### config.mk
export PLATFORM = sky130hd
export DESIGN_NAME = usb_hid_to_ps2_scancode_top
export DESIGN_NICKNAME = d
export VERILOG_FILES = /design/src/hw/rtl/hid2ps2_pkg.sv /design/src/hw/rtl/hid2ps2_rom.sv /design/src/hw/rtl/usb_hid_to_ps2_scancode_top.sv
export SDC_FILE = /design/constraint.sdc
export NUM_CORES = 1
export LEC_CHECK = 0
export ABC_AREA = 1
export BUFFER_PORTS_ARGS = -buffer_cell sky130_fd_sc_hd__buf_4
export CAP_MARGIN = 15
export CORE_MARGIN = 5
export CORE_UTILIZATION = 52
export CTS_CLUSTER_DIAMETER = 150
export DETAILED_ROUTE_END_ITERATION = 12
export PLACE_DENSITY = 0.68
export REMOVE_ABC_BUFFERS = 1
export SLEW_MARGIN = 20
export SYNTH_ARGS = -nofsm -noshare
export SYNTH_HDL_FRONTEND = slang
export SYNTH_HIERARCHICAL = 1
export SYNTH_SLANG_ARGS = --single-unit
### constraint.sdc
create_clock -name clk_i -period 3.6 [get_ports clk_i]
set_clock_uncertainty 0.15 [all_clocks]
set_input_delay 0.72 -clock clk_i [delete_from_list [all_inputs] [get_ports clk_i]]
set_output_delay 0.72 -clock clk_i [all_outputs]
set_load 0.02 [all_outputs]
### src/hw/rtl/hid2ps2_pkg.sv
// Shared types, codes and the usage-to-scancode table of the HID to PS/2 translator.
`default_nettype none

package hid2ps2_pkg;

  localparam logic [7:0] PauseUsage = 8'h48;
  localparam logic [7:0] PrtscUsage = 8'h46;
  localparam logic [7:0] PrefixExt  = 8'hE0;
  localparam logic [7:0] BreakMark  = 8'hF0;
  localparam int unsigned MaxBytes  = 8;
  localparam int unsigned IdxW      = $clog2(MaxBytes);
  localparam int unsigned LenW      = $clog2(MaxBytes + 1);

  typedef enum logic [2:0] {
    KIND_NONE,
    KIND_ONE,
    KIND_EXT,
    KIND_PRTSC,
    KIND_PAUSE
  } key_kind_e;

  typedef struct packed {
    key_kind_e  kind;
    logic [7:0] code;
  } rom_entry_t;

  typedef struct packed {
    logic [MaxBytes-1:0][7:0] bytes;
    logic [LenW-1:0]          len;
  } seq_t;

  // Table entry: bit 8 = E0 prefix, low byte = make code, 0 = no key.
  function automatic logic [8:0] table_entry(input logic [7:0] usage);
    logic [8:0] e;
    case (usage)
      8'h04: e = 9'h01C;  8'h05: e = 9'h032;  8'h06: e = 9'h021;  8'h07: e = 9'h023;
      8'h08: e = 9'h024;  8'h09: e = 9'h02B;  8'h0A: e = 9'h034;  8'h0B: e = 9'h033;
      8'h0C: e = 9'h043;  8'h0D: e = 9'h03B;  8'h0E: e = 9'h042;  8'h0F: e = 9'h04B;
      8'h10: e = 9'h03A;  8'h11: e = 9'h031;  8'h12: e = 9'h044;  8'h13: e = 9'h04D;
      8'h14: e = 9'h015;  8'h15: e = 9'h02D;  8'h16: e = 9'h01B;  8'h17: e = 9'h02C;
      8'h18: e = 9'h03C;  8'h19: e = 9'h02A;  8'h1A: e = 9'h01D;  8'h1B: e = 9'h022;
      8'h1C: e = 9'h035;  8'h1D: e = 9'h01A;  8'h1E: e = 9'h016;  8'h1F: e = 9'h01E;
      8'h20: e = 9'h026;  8'h21: e = 9'h025;  8'h22: e = 9'h02E;  8'h23: e = 9'h036;
      8'h24: e = 9'h03D;  8'h25: e = 9'h03E;  8'h26: e = 9'h046;  8'h27: e = 9'h045;
      8'h28: e = 9'h05A;  8'h29: e = 9'h076;  8'h2A: e = 9'h066;  8'h2B: e = 9'h00D;
      8'h2C: e = 9'h029;  8'h2D: e = 9'h04E;  8'h2E: e = 9'h055;  8'h2F: e = 9'h054;
      8'h30: e = 9'h05B;  8'h31: e = 9'h05D;  8'h32: e = 9'h02F;  8'h33: e = 9'h04C;
      8'h34: e = 9'h052;  8'h35: e = 9'h00E;  8'h36: e = 9'h041;  8'h37: e = 9'h049;
      8'h38: e = 9'h04A;  8'h39: e = 9'h058;  8'h3A: e = 9'h005;  8'h3B: e = 9'h006;
      8'h3C: e = 9'h004;  8'h3D: e = 9'h00C;  8'h3E: e = 9'h003;  8'h3F: e = 9'h00B;
      8'h40: e = 9'h083;  8'h41: e = 9'h00A;  8'h42: e = 9'h001;  8'h43: e = 9'h009;
      8'h44: e = 9'h078;  8'h45: e = 9'h007;  8'h47: e = 9'h07E;
      8'h49: e = 9'h170;  8'h4A: e = 9'h16C;  8'h4B: e = 9'h17D;
      8'h4C: e = 9'h171;  8'h4D: e = 9'h169;  8'h4E: e = 9'h17A;  8'h4F: e = 9'h174;
      8'h50: e = 9'h16B;  8'h51: e = 9'h172;  8'h52: e = 9'h175;  8'h53: e = 9'h077;
      8'h54: e = 9'h14A;  8'h55: e = 9'h07C;  8'h56: e = 9'h07B;  8'h57: e = 9'h079;
      8'h58: e = 9'h15A;  8'h59: e = 9'h069;  8'h5A: e = 9'h072;  8'h5B: e = 9'h07A;
      8'h5C: e = 9'h06B;  8'h5D: e = 9'h073;  8'h5E: e = 9'h074;  8'h5F: e = 9'h06C;
      8'h60: e = 9'h075;  8'h61: e = 9'h07D;  8'h62: e = 9'h070;  8'h63: e = 9'h071;
      8'hE0: e = 9'h014;  8'hE1: e = 9'h012;  8'hE2: e = 9'h011;  8'hE3: e = 9'h11F;
      8'hE4: e = 9'h114;  8'hE5: e = 9'h059;  8'hE6: e = 9'h111;  8'hE7: e = 9'h127;
      default: e = 9'h000;
    endcase
    return e;
  endfunction

  function automatic rom_entry_t lookup(input logic [7:0] usage);
    rom_entry_t r;
    logic [8:0] e;
    e      = table_entry(usage);
    r.code = e[7:0];
    if (usage == PrtscUsage) begin
      r.kind = KIND_PRTSC;
    end else if (usage == PauseUsage) begin
      r.kind = KIND_PAUSE;
    end else if (e == 9'h000) begin
      r.kind = KIND_NONE;
    end else if (e[8]) begin
      r.kind = KIND_EXT;
    end else begin
      r.kind = KIND_ONE;
    end
    return r;
  endfunction

  // Byte sequence for one event, first byte at index 0.
  function automatic seq_t build_seq(input rom_entry_t ent, input logic brk);
    seq_t s;
    s.bytes = '0;
    s.len   = '0;
    case (ent.kind)
      KIND_ONE: begin
        if (brk) begin
          s.bytes[0] = BreakMark;
          s.bytes[1] = ent.code;
          s.len      = LenW'(2);
        end else begin
          s.bytes[0] = ent.code;
          s.len      = LenW'(1);
        end
      end
      KIND_EXT: begin
        s.bytes[0] = PrefixExt;
        if (brk) begin
          s.bytes[1] = BreakMark;
          s.bytes[2] = ent.code;
          s.len      = LenW'(3);
        end else begin
          s.bytes[1] = ent.code;
          s.len      = LenW'(2);
        end
      end
      KIND_PRTSC: begin
        s.bytes[0] = PrefixExt;
        if (brk) begin
          s.bytes[1] = BreakMark;
          s.bytes[2] = 8'h12;
          s.bytes[3] = PrefixExt;
          s.bytes[4] = 8'h7C;
          s.len      = LenW'(5);
        end else begin
          s.bytes[1] = 8'h12;
          s.bytes[2] = PrefixExt;
          s.bytes[3] = 8'h7C;
          s.len      = LenW'(4);
        end
      end
      KIND_PAUSE: begin
        // No release sequence for Pause.
        if (!brk) begin
          s.bytes[0] = 8'hE1;
          s.bytes[1] = 8'h14;
          s.bytes[2] = 8'h77;
          s.bytes[3] = 8'hE1;
          s.bytes[4] = BreakMark;
          s.bytes[5] = 8'h14;
          s.bytes[6] = PrefixExt;
          s.bytes[7] = 8'h77;
          s.len      = LenW'(MaxBytes);
        end
      end
      default: begin
        s.len = '0;
      end
    endcase
    return s;
  endfunction

endpackage

`default_nettype wire

### src/hw/rtl/hid2ps2_rom.sv
// Scancode table with a registered read port.
`default_nettype none

module hid2ps2_rom
  import hid2ps2_pkg::*;
(
  input  wire logic       clk_i,
  input  wire logic       rd_en_i,
  input  wire logic [7:0] usage_i,
  input  wire logic       brk_i,
  output rom_entry_t      entry_o,
  output logic            brk_o
);

  rom_entry_t entry_q;
  logic       brk_q;

  always_ff @(posedge clk_i) begin
    if (rd_en_i) begin
      entry_q <= lookup(usage_i);
      brk_q   <= brk_i;
    end
  end

  assign entry_o = entry_q;
  assign brk_o   = brk_q;

endmodule

`default_nettype wire

### src/hw/rtl/usb_hid_to_ps2_scancode_top.sv
// Top level: USB HID key event in, PS/2 set-2 scancode bytes out.
//
// Usage:
//   Slave side takes one key request per handshake: s_tdata_i carries the
//   HID usage code, s_tuser_i is the break flag (1 = release).
//   Master side gives the key's scancode bytes one per handshake on m_tdata_o, with
//   m_tlast_o high on the final byte of that key's sequence.
//   Unmapped usages and a Pause release produce no output at all.
// Flow: a request accepted on the slave side is looked up in the table ROM,
//   expanded into the byte sequencer, and its bytes leave through the
//   output register to the master side.
// Throughput: one output byte per cycle while m_tready_i is high; a key
//   has 1 to 8 bytes, sent in order by the single-byte sequencer. A key with no
//   bytes still passes the hand-over. The next key is looked up while
//   the current one drains, so keys follow back to back.
// Reset: rst_ni clears all valid flags; no output is pending after reset.
// Stall: when m_tready_i is low the output register holds its byte, the
//   sequencer waits, and one further request can be held in the lookup
//   stage before s_tready_o drops.
`default_nettype none

module usb_hid_to_ps2_scancode_top
  import hid2ps2_pkg::*;
(
  input  wire logic       clk_i,
  input  wire logic       rst_ni,
  // slave request channel
  input  wire logic       s_tvalid_i,
  output logic            s_tready_o,
  input  wire logic [7:0] s_tdata_i,   // [7:0] usb_code
  input  wire logic       s_tuser_i,   // [0] key_release
  // master byte channel
  output logic            m_tvalid_o,
  input  wire logic       m_tready_i,
  output logic [7:0]      m_tdata_o,   // [7:0] scan_byte
  output logic            m_tlast_o    // last_byte
);

  // Handshake and stage control
  logic s_accept;
  logic out_free;
  logic emit;
  logic seq_last;
  logic seq_done;
  logic seq_load_ok;
  logic lk_adv;

  // Lookup stage
  logic       lk_valid_q, lk_valid_d;
  rom_entry_t lk_entry;
  logic       lk_brk;
  seq_t       new_seq;

  // Sequencer stage
  logic                     seq_busy_q, seq_busy_d;
  logic [MaxBytes-1:0][7:0] seq_bytes_q, seq_bytes_d;
  logic [LenW-1:0]          seq_len_q, seq_len_d;
  logic [IdxW-1:0]          seq_idx_q, seq_idx_d;

  // Output register
  logic       out_valid_q, out_valid_d;
  logic [7:0] out_data_q, out_data_d;
  logic       out_last_q, out_last_d;

  assign out_free    = !out_valid_q || m_tready_i;
  assign emit        = seq_busy_q && out_free;
  assign seq_last    = (LenW'(seq_idx_q) + LenW'(1)) == seq_len_q;
  assign seq_done    = emit && seq_last;
  assign seq_load_ok = !seq_busy_q || seq_done;
  assign lk_adv      = lk_valid_q && seq_load_ok;
  assign s_tready_o  = !lk_valid_q || seq_load_ok;
  assign s_accept    = s_tvalid_i && s_tready_o;

  hid2ps2_rom u_rom (
    .clk_i   (clk_i),
    .rd_en_i (s_accept),
    .usage_i (s_tdata_i),
    .brk_i   (s_tuser_i),
    .entry_o (lk_entry),
    .brk_o   (lk_brk)
  );

  assign new_seq = build_seq(lk_entry, lk_brk);

  always_comb begin
    lk_valid_d = lk_valid_q;
    if (s_accept) begin
      lk_valid_d = 1'b1;
    end else if (lk_adv) begin
      lk_valid_d = 1'b0;
    end
  end

  // Events with an empty sequence are dropped at the hand-over.
  always_comb begin
    seq_busy_d  = seq_busy_q;
    seq_bytes_d = seq_bytes_q;
    seq_len_d   = seq_len_q;
    seq_idx_d   = seq_idx_q;
    if (lk_adv) begin
      seq_busy_d  = (new_seq.len != '0);
      seq_bytes_d = new_seq.bytes;
      seq_len_d   = new_seq.len;
      seq_idx_d   = '0;
    end else if (seq_done) begin
      seq_busy_d = 1'b0;
    end else if (emit) begin
      seq_idx_d = seq_idx_q + IdxW'(1);
    end
  end

  always_comb begin
    out_valid_d = out_valid_q;
    out_data_d  = out_data_q;
    out_last_d  = out_last_q;
    if (emit) begin
      out_valid_d = 1'b1;
      out_data_d  = seq_bytes_q[seq_idx_q];
      out_last_d  = seq_last;
    end else if (m_tready_i) begin
      out_valid_d = 1'b0;
    end
  end

  always_ff @(posedge clk_i or negedge rst_ni) begin
    if (!rst_ni) begin
      lk_valid_q  <= 1'b0;
      seq_busy_q  <= 1'b0;
      out_valid_q <= 1'b0;
    end else begin
      lk_valid_q  <= lk_valid_d;
      seq_busy_q  <= seq_busy_d;
      out_valid_q <= out_valid_d;
    end
  end

  always_ff @(posedge clk_i) begin
    seq_bytes_q <= seq_bytes_d;
    seq_len_q   <= seq_len_d;
    seq_idx_q   <= seq_idx_d;
    out_data_q  <= out_data_d;
    out_last_q  <= out_last_d;
  end

  assign m_tvalid_o = out_valid_q;
  assign m_tdata_o  = out_data_q;
  assign m_tlast_o  = out_last_q;

  // Sequencer index always points inside the loaded sequence.
  assert property (@(posedge clk_i) disable iff (!rst_ni)
    seq_busy_q |-> (LenW'(seq_idx_q) < seq_len_q))
    else $error("sequencer index beyond sequence length");

  // An empty lookup stage never blocks the slave side.
  assert property (@(posedge clk_i) disable iff (!rst_ni)
    !lk_valid_q |-> s_tready_o)
    else $error("request refused with empty lookup stage");

  // Bytes of one key leave without gaps once a non-final byte is taken.
  assert property (@(posedge clk_i) disable iff (!rst_ni)
    (m_tvalid_o && m_tready_i && !m_tlast_o) |=> m_tvalid_o)
    else $error("gap inside a scancode sequence");

endmodule

`default_nettype wire
Word level (Yosys, flattened, before mapping)
Memory sizes are Yosys's and may differ from the RTL's.
Index checks and enable logic that the tools add are counted.
{"block": "op_classes", "muxes": 24, "n_eq_ne": 7, "add_sub_neg": 2, "bitwise": 1, "reduce_logical": 16, "order_cmp": 1}
{"operator": "2-to-1 mux 67 bit", "n": 1}
{"operator": "one-hot mux 16 bit (4 select lines)", "n": 1}
{"operator": "one-hot mux 16 bit (2 select lines)", "n": 1}
{"operator": "binary-select mux 8 bit (select 3 bit)", "n": 1}
{"operator": "2-to-1 mux 24 bit", "n": 1}
{"operator": "2-to-1 mux 8 bit", "n": 3}
{"operator": "one-hot mux 8 bit (3 select lines)", "n": 1}
{"operator": "== test 8 x 7 -> 1 bit, second input constant", "n": 2}
{"operator": "one-hot mux 4 bit (4 select lines)", "n": 1}
{"operator": "2-to-1 mux 12 bit", "n": 1}
{"operator": "zero test 9 bit", "n": 1}
{"operator": "2-to-1 mux 9 bit", "n": 1}
{"operator": "2-to-1 mux 1 bit", "n": 8}
{"operator": "2-to-1 mux 7 bit", "n": 1}
{"operator": "== test 3 x 2 -> 1 bit, second input constant", "n": 2}
{"operator": "2-to-1 mux 3 bit", "n": 2}
{"operator": "nonzero test 2 bit", "n": 3}
{"operator": "adder 3 x 1 -> 4 bit, second input constant", "n": 1}
{"operator": "== test 4 bit", "n": 1}
{"operator": "logical AND 1 bit", "n": 4}
{"operator": "less-than comparator 3 x 4 -> 1 bit, second input constant", "n": 1}
{"operator": "nonzero test 4 bit", "n": 1}
{"operator": "adder 3 x 1 -> 3 bit, second input constant", "n": 1}
{"operator": "== test 3 x 1 -> 1 bit, second input constant", "n": 1}
{"operator": "6 further kinds", "n": 10}
{"block": "totals", "mem_count": 1, "input_bits": 13, "regBits": 95, "out_inout_bits": 11, "rom_bits": 2304}
{"memory": "(no name shown)", "words": 256, "word_bits": 9, "rd": 1, "rd_clocked_by_memory_dff": 0, "wr": 0, "line_no": "hid2ps2_pkg.sv:35", "source": "case (usage)"}

Depth between registers and ports, before layout
Gate-level depths: netlist of the first run.
{"block": "logic_depth", "depth_word": 11, "depth_mapped": 18}

Cells and area by module
The synthesis of the first run kept the hierarchy.
{"module": "usb_hid_to_ps2_scancode_top", "instances": 1, "area_each_um2": 2503.7, "cells_each": 257, "seq_area_each_um2": 1426.4}
{"module": "hid2ps2_rom", "instances": 1, "area_each_um2": 1808.0, "cells_each": 324, "seq_area_each_um2": 360.3}

Least setup slack after synthesis of the first run
OpenSTA, ideal clock, no wires.
{"block": "synth_timing", "kind": "input-to-reg", "start": "in s_tdata_i[1]", "end": "reg u_rom.entry_q, in the netlist u_rom/entry_o[8] (data pin)", "cell_stages": 16, "n_path_buf": 0, "path_slack_ns": 1.079, "arrival_ns": 2.118, "path_cell_list": "inv_1 > ha_1 > inv_1 > nand2_1 > nand2_1 > nor3_1 > nor2_1 > nand2_1 > nand2_1 > nand2_1 > a21oi_1 > nand2_1 > nor2_1 > nand2_1 > nand2_1 > nand2_1"}
{"block": "synth_via", "elab_chain_cells": 5}
{"element": "start, declared", "line_no": "usb_hid_to_ps2_scancode_top.sv:30", "source": "input wire logic [7:0] s_tdata_i,"}
{"element": "memory read (256 x 9 bit)"}
{"element": "2-to-1 mux 9 bit", "line_no": "hid2ps2_rom.sv:19", "source": "if (rd_en_i) begin"}
{"element": "zero test 9 bit or 2-to-1 mux 2 bit (tied branches)", "line_no": "hid2ps2_pkg.sv:76, hid2ps2_pkg.sv:78"}
{"element": "2-to-1 mux 3 bit", "line_no": "hid2ps2_pkg.sv:76", "source": "end else if (e == 9'h000) begin"}
{"element": "2-to-1 mux 3 bit", "line_no": "hid2ps2_pkg.sv:74", "source": "end else if (usage == PauseUsage) begin"}
{"element": "end signal, assigned", "line_no": "hid2ps2_rom.sv:20", "source": "entry_q <= lookup(usage_i);"}
{"element": "end, declared", "line_no": "hid2ps2_rom.sv:15", "source": "rom_entry_t entry_q;"}
Several ways; a longest one is shown, not always the timed one. The select of a mux whose other input is x is not followed.
A chain may end at the register's enable or synchronous reset.

Worst setup path after layout of the first run
{"block": "layout_timing", "start": "reg seq_idx_q[1]", "end": "out s_tready_o"}
{"block": "layout_via", "elab_chain_cells": 5}
{"element": "start, declared", "line_no": "usb_hid_to_ps2_scancode_top.sv:58", "source": "logic [IdxW-1:0] seq_idx_q, seq_idx_d;"}
{"element": "start signal, assigned", "line_no": "usb_hid_to_ps2_scancode_top.sv:140", "source": "seq_idx_q <= seq_idx_d;"}
{"element": "adder 3 x 1 -> 4 bit", "line_no": "usb_hid_to_ps2_scancode_top.sv:67", "source": "assign seq_last = (LenW'(seq_idx_q) + LenW'(1)) == seq_len_q;"}
{"element": "== test 4 bit", "line_no": "usb_hid_to_ps2_scancode_top.sv:67"}
{"element": "logical AND 1 bit", "line_no": "usb_hid_to_ps2_scancode_top.sv:68", "source": "assign seq_done = emit && seq_last;"}
{"element": "logical OR 1 bit", "line_no": "usb_hid_to_ps2_scancode_top.sv:69", "source": "assign seq_load_ok = !seq_busy_q || seq_done;"}
{"element": "logical OR 1 bit", "line_no": "usb_hid_to_ps2_scancode_top.sv:71", "source": "assign s_tready_o = !lk_valid_q || seq_load_ok;"}
{"element": "end, declared", "line_no": "usb_hid_to_ps2_scancode_top.sv:29", "source": "output logic s_tready_o,"}
No other way between the ends.

==> results of run 1 <==
critical path, delay by kind of cell (launching register included):
kind                       cells  cell delay [ps]
adders and majority gates      1              330
buffers and inverters          2              220
and+or+nand+nor                5              550
DFF                            1              700
registers in the layout (all words and copies together), names as in the netlist:
name	flops
m_tlast_o	1
u_rom/entry_o	11
m_tvalid_o	1
seq_len_q	4
u_rom/brk_o	1
seq_bytes_q	30
m_tdata_o	8
seq_idx_q	3
lk_valid_q	1
seq_busy_q	1
stage by stage:
step,cells,util
floorplan,559,-
global placement,692,0.5565
detailed placement,692,0.5565
CTS,708,0.5788
global route,708,0.5788
finish,708,0.5788
kinds of logic (layout without fill, tap and decap cells):
logic type      after synthesis  in the layout
flops                        61             61
buf+inv                     103            125
simple gates                319            319
fa+ha+maj                    15             15
compound gates               83             83
power by group:
group / leakage, nW / internal (W) / switching [W] / total, W
clock: 0.0972 / 0.000312 / 0.000249 / 0.000562
sequential: 0.572 / 0.00110 / 0.000135 / 0.00124
combinational: 1.63 / 0.000392 / 0.000809 / 0.00120
total: 2.30 / 0.00180 / 0.00119 / 0.00300
final cells by class:
cell class | instances | area [um^2]
flip-flops and latches | 61 | 1787
clock buffers | 10 | 127.6
inverters | 81 | 309.0
well taps | 105 | 131.4
fillers | 748 | 3426
repair buffers | 28 | 210.2
multi-input cells | 417 | 2090
clock inverters | 6 | 53.80
metal layers:
metal	global-route usage	vias to the layer above	share of wire
li1	-	1947	-
met1	0.2629	1833	0.37
met2	0.4547	157	0.52
met3	0.02768	54	0.042
met4	0.1748	0	0.065
met5	0	-	0
path summary, 6_finish.rpt:
check	endpoint	cells past startpoint
setup / recovery	s_tready_o	8
hold / removal	lk_valid_q$_DFFE_PN0P_	1
setup reg to reg	seq_bytes_q[23]$_DFFE_PP_	10
hold reg to reg	seq_busy_q$_DFFE_PN0P_	2
max in group asynchronous	seq_busy_q$_DFFE_PN0P_	1
min in group clk_i	u_rom/brk_o$_DFFE_PP_	1
cells in the final DEF, fill, tap and decap left out, types with 8 or more instances in the layout:
cell type,n
inv_1,72
buf_4,28
nand3_1,67
nor2_1,52
a21oi_1,27
o21ai_0,28
nand2_1,163
edfxtp_1,55
ha_1,15
o21ai_1,8
clkbuf_8,9
nor3_1,10
==> impl_metrics.env, run 1 <==
export IMPL_status="complete, no violations"
export IMPL_synth_xor_area_frac=0
export IMPL_yosys_area_share_simple=0.3299
export IMPL_dpl_hpwl_um=9425
export IMPL_ant_nets=0
export IMPL_cpPeakStageDelay_ps=700
export IMPL_r2r_start="seq_idx_q[1]$_SDFFE_PP0P_"
export IMPL_crit_slowest_cell="dfxtp_1"
export IMPL_dpl_cell_area_um2=4527
export IMPL_cts_hold_buf=0
export IMPL_setup_ws_ps=593.3
export IMPL_cts_buffers_inserted=9
export IMPL_hold_path_class="input port to asynchronous set/reset pin"
export IMPL_netlist_area_um2=4312
export IMPL_ios=24
export IMPL_start_kind="flop"
export IMPL_ys_top_cells_by_area="edfxtp_1 38%, nand2_1 14%, nand3_1 7.8%, inv_1 6.3%, nor2_1 4.5%"
export IMPL_dr_total_vias=3991
export IMPL_power_w=0.002998
export IMPL_grt_usage=0.2490
export IMPL_max_slew_worst_pin_slew_ps=744.5
export IMPL_cts_sinks=61
export IMPL_critical_path_class="flop to output pin"
export IMPL_grt_pass1_wl_um=19790
export IMPL_syn_area_per_cell_um2=7.421
export IMPL_final_nets=626
export IMPL_final_hold_violation_count=0
export IMPL_cts_tree="done"
export IMPL_grt_max_degree=35
export IMPL_path_cells="ha_1 -> inv_1 -> nand2_1 -> nand3_1 -> nand2_2 -> nand4_2 -> nand3_2 -> buf_4"
export IMPL_synthMuxAreaShare=0
export IMPL_clock_latency_ps=330
export IMPL_die_h_um=101.1
export IMPL_first_pass_iters=5
export IMPL_cts_setup_buffers=0
export IMPL_maxSlewViolCount=0
export IMPL_layout_area_overhead_vs_synth_pct=9.199
export IMPL_drv_cap=0
export IMPL_worst_path_max_fanout=15
export IMPL_htreeDepth=3
export IMPL_synth_edff_count=55
export IMPL_synth_seq_area_share=0.4144
export IMPL_synthAdderAreaFrac=0.04353
export IMPL_finalInstanceArea_um2=4708
export IMPL_cp_end_kind="output pin"
export IMPL_antenna_found_initial=0
export IMPL_leakagePower_nw=2.299
export IMPL_r2r_setup_slack_ps=930
export IMPL_wirelength_um=12160
export IMPL_dpl_worst_slack_ps=470.4
export IMPL_post_drt_via_cell_ratio=5.637
export IMPL_synth_top_area_share=0.3831
export IMPL_hold_slack_ps=14.26
export IMPL_timing_setup_tns_ps=0
export IMPL_period_needed_ps=3007
export IMPL_clockBufferDepth=2
export IMPL_gr_total_overflow=0
export IMPL_ys_seq_elements=61
export IMPL_gp_congestion=1.014
export IMPL_start_util=0.5301
export IMPL_synthDistinctLibCells=40
export IMPL_syn_inst=581
export IMPL_grt_pass1_vias=3963
export IMPL_yosysMostFrequentCell="nand2_1"
export IMPL_post_synth_top_area_cell="edfxtp_1"
export IMPL_drc=0
export IMPL_ir_worst_vdd_mv=0.2617
export IMPL_wire_per_inst_um=17.17
export IMPL_slew_limit_headroom=0.5037
export IMPL_ys_flop_type="edfxtp_1"
export IMPL_cp_arrival_ps=2140
export IMPL_row_count=33
export IMPL_die_w_um=101.1
export IMPL_drive_gt1_frac=0.1244
export IMPL_finalCritPeriodShare=0.8352
export IMPL_cts_resized=0
export IMPL_synth_top_family_by_area="simple AND/OR/NAND/NOR gates"
export IMPL_setup_viol=0
export IMPL_power_density_nw_per_um2=636.8
export IMPL_yosysWarnings=6
export IMPL_rsz0062_at_grt="no"
export IMPL_crit_required_ps=2730
export IMPL_clockRootBuffer="clkbuf_8"
export IMPL_crit_start="seq_idx_q[1]$_SDFFE_PP0P_"
export IMPL_antenna_cells=0
export IMPL_clkTransAtPathRegs_ps=70
export IMPL_dieArea_um2=10210
export IMPL_core_um2=8134
export IMPL_async_reset_ff_frac=0.04918
export IMPL_drt_iter0_drc=202
export IMPL_synth_common_cells="163 x nand2_1, 72 x inv_1, 67 x nand3_1"
export IMPL_synth_compound_area_share=0.1111
export IMPL_port_buffers=23
export IMPL_max_freq_ghz=0.3326
No activity file was read; power rests on OpenSTA's default activity.
==> inputs of run 2 (changes only) <==
Settings changed: PLACE_DENSITY 0.68 to 0.7.
Clock period 3.6 ns to 2.7 ns, I/O delays scaled along.
==> impl_metrics.env, run 2 (synthesized netlist as in run 1, its figures left out) <==
export IMPL_grt_usage=0.2574
export IMPL_hold_path_cell_count=1
export IMPL_fillerInstances=709
export IMPL_drv_cap=0
export IMPL_clkTransAtPathRegs_ps=70
export IMPL_die_h_um=101.1
export IMPL_drive_gt1_frac=0.1693
export IMPL_dpl_cell_area_um2=4820
export IMPL_antenna_found_initial=0
export IMPL_dieArea_um2=10210
export IMPL_setup_viol=0
export IMPL_timing_setup_tns_ps=0
export IMPL_seq_area_um2=1787
export IMPL_ios=24
export IMPL_final_hold_violation_count=0
export IMPL_cts_tree="done"
export IMPL_post_drt_via_cell_ratio=5.635
export IMPL_cts_sinks=61
export IMPL_cp_arrival_ps=1790
export IMPL_first_pass_iters=5
export IMPL_power_w=0.004099
export IMPL_drt_iter0_drc=222
export IMPL_finalInstanceArea_um2=5012
export IMPL_slew_limit_headroom=0.5092
export IMPL_ir_worst_vdd_mv=0.3286
export IMPL_clockRootBuffer="clkbuf_8"
export IMPL_clock_latency_ps=340
export IMPL_core_um2=8134
export IMPL_die_w_um=101.1
export IMPL_multi_input_area_um2=2090
export IMPL_leakagePower_nw=2.470
export IMPL_hold_path_class="input port to flop"
export IMPL_setup_ws_ps=217.9
export IMPL_wire_per_inst_um=16.78
export IMPL_clockBufferDepth=2
export IMPL_grt_max_degree=35
export IMPL_grt_pass1_wl_um=20120
export IMPL_row_count=33
export IMPL_dpl_hpwl_um=9570
export IMPL_final_common_cell="nand2_1"
export IMPL_wirelength_um=12470
export IMPL_ff2ff_path_depth=8
export IMPL_finalCritPeriodShare=0.9193
export IMPL_gr_total_overflow=0
export IMPL_gp_congestion=1.092
export IMPL_power_density_nw_per_um2=817.8
export IMPL_maxSlewViolCount=0
export IMPL_cp_end_kind="output pin"
export IMPL_max_slew_worst_pin_slew_ps=736.3
export IMPL_largest_register_ffs=30
export IMPL_htreeDepth=3
export IMPL_cts_buffers_inserted=9
export IMPL_port_buffers=23
export IMPL_final_nets=661
export IMPL_dr_total_vias=4187
export IMPL_status="complete, no violations"
export IMPL_rsz0062_at_grt="no"
export IMPL_period_needed_ps=2482
export IMPL_ant_nets=0
export IMPL_start_util=0.5301
export IMPL_start_kind="flop"
export IMPL_dpl_worst_slack_ps=-4.798
export IMPL_critical_path_class="flop to output pin"
export IMPL_crit_required_ps=2010
export IMPL_worst_path_max_fanout=10
export IMPL_layout_area_overhead_vs_synth_pct=16.25
export IMPL_drc=0
export IMPL_grt_pass1_vias=4042
export IMPL_antenna_cells=0
export IMPL_max_freq_ghz=0.4029
export IMPL_regMostFlops="seq_bytes_q"
export IMPL_final_cell_mix="163 x nand2_1, 72 x inv_1, 67 x nand3_1"
export IMPL_fin_util=0.6162
[run 2: worst paths after layout]
kind | from | endpoint | slack [ps]
worst max-delay path | seq_idx_q[2]$_SDFFE_PP0P_ | s_tready_o | 220
worst min-delay path | s_tuser_i | u_rom/brk_o$_DFFE_PP_ | 240
worst max register to register | seq_idx_q[2]$_SDFFE_PP0P_ | u_rom/entry_o[1]$_DFFE_PP_ | 540
worst min register to register | seq_busy_q$_DFFE_PN0P_ | m_tvalid_o$_DFFE_PN0P_ | 420
max in group asynchronous | rst_ni | seq_busy_q$_DFFE_PN0P_ | 1930
min in group asynchronous | rst_ni | m_tvalid_o$_DFFE_PN0P_ | 360
[run 2: repair_timing]
action	CTS	global route
resized for setup	0	0
hold buffers	1	0
buffers inserted	0	0
hold endpoints to repair	3	0
[run 2: final cells by class]
cell class / instances / share of cell area
Clock buffer: 11 / 0.02621
Sequential cell: 61 / 0.3565
Multi-Input combinational cell: 417 / 0.4169
Inverter: 81 / 0.06166
Timing Repair Buffer: 63 / 0.1023
Tap cell: 105 / 0.02621
Clock inverter: 5 / 0.01023
[run 2: power breakdown]
part / internal [W] / switching (W)
Combinational: 0.000592 / 0.00114
Clock: 0.000420 / 0.000341
Sequential: 0.00147 / 0.000143
Total: 0.00248 / 0.00162
[run 2: per-layer routing]
layer | global-route usage | part of all wire | vias up
met2 | 0.4648 | 0.53 | 207
met1 | 0.2806 | 0.36 | 1900
met4 | 0.1616 | 0.058 | 0
met5 | 0 | 0 | -
met3 | 0.03529 | 0.057 | 56
li1 | - | - | 2024
[run 2: metrics by stage]
stage | std cells | hold slack (ps)
2_1_floorplan | 559 | 94.41
3_3_place_gp | 726 | 180.1
3_5_place_dp | 726 | 184.6
4_1_cts | 743 | 215.0
5_1_grt | 743 | 213.3
6_report | 743 | 235.1
[run 2: worst max-delay path, cell delays in order, from the launching register on]
cell,delay (ps)
dfxtp_1,610
nand3_2,190
nand2_1,100
nand2_1,130
nand4_2,160
nand3_2,100
buf_4,170
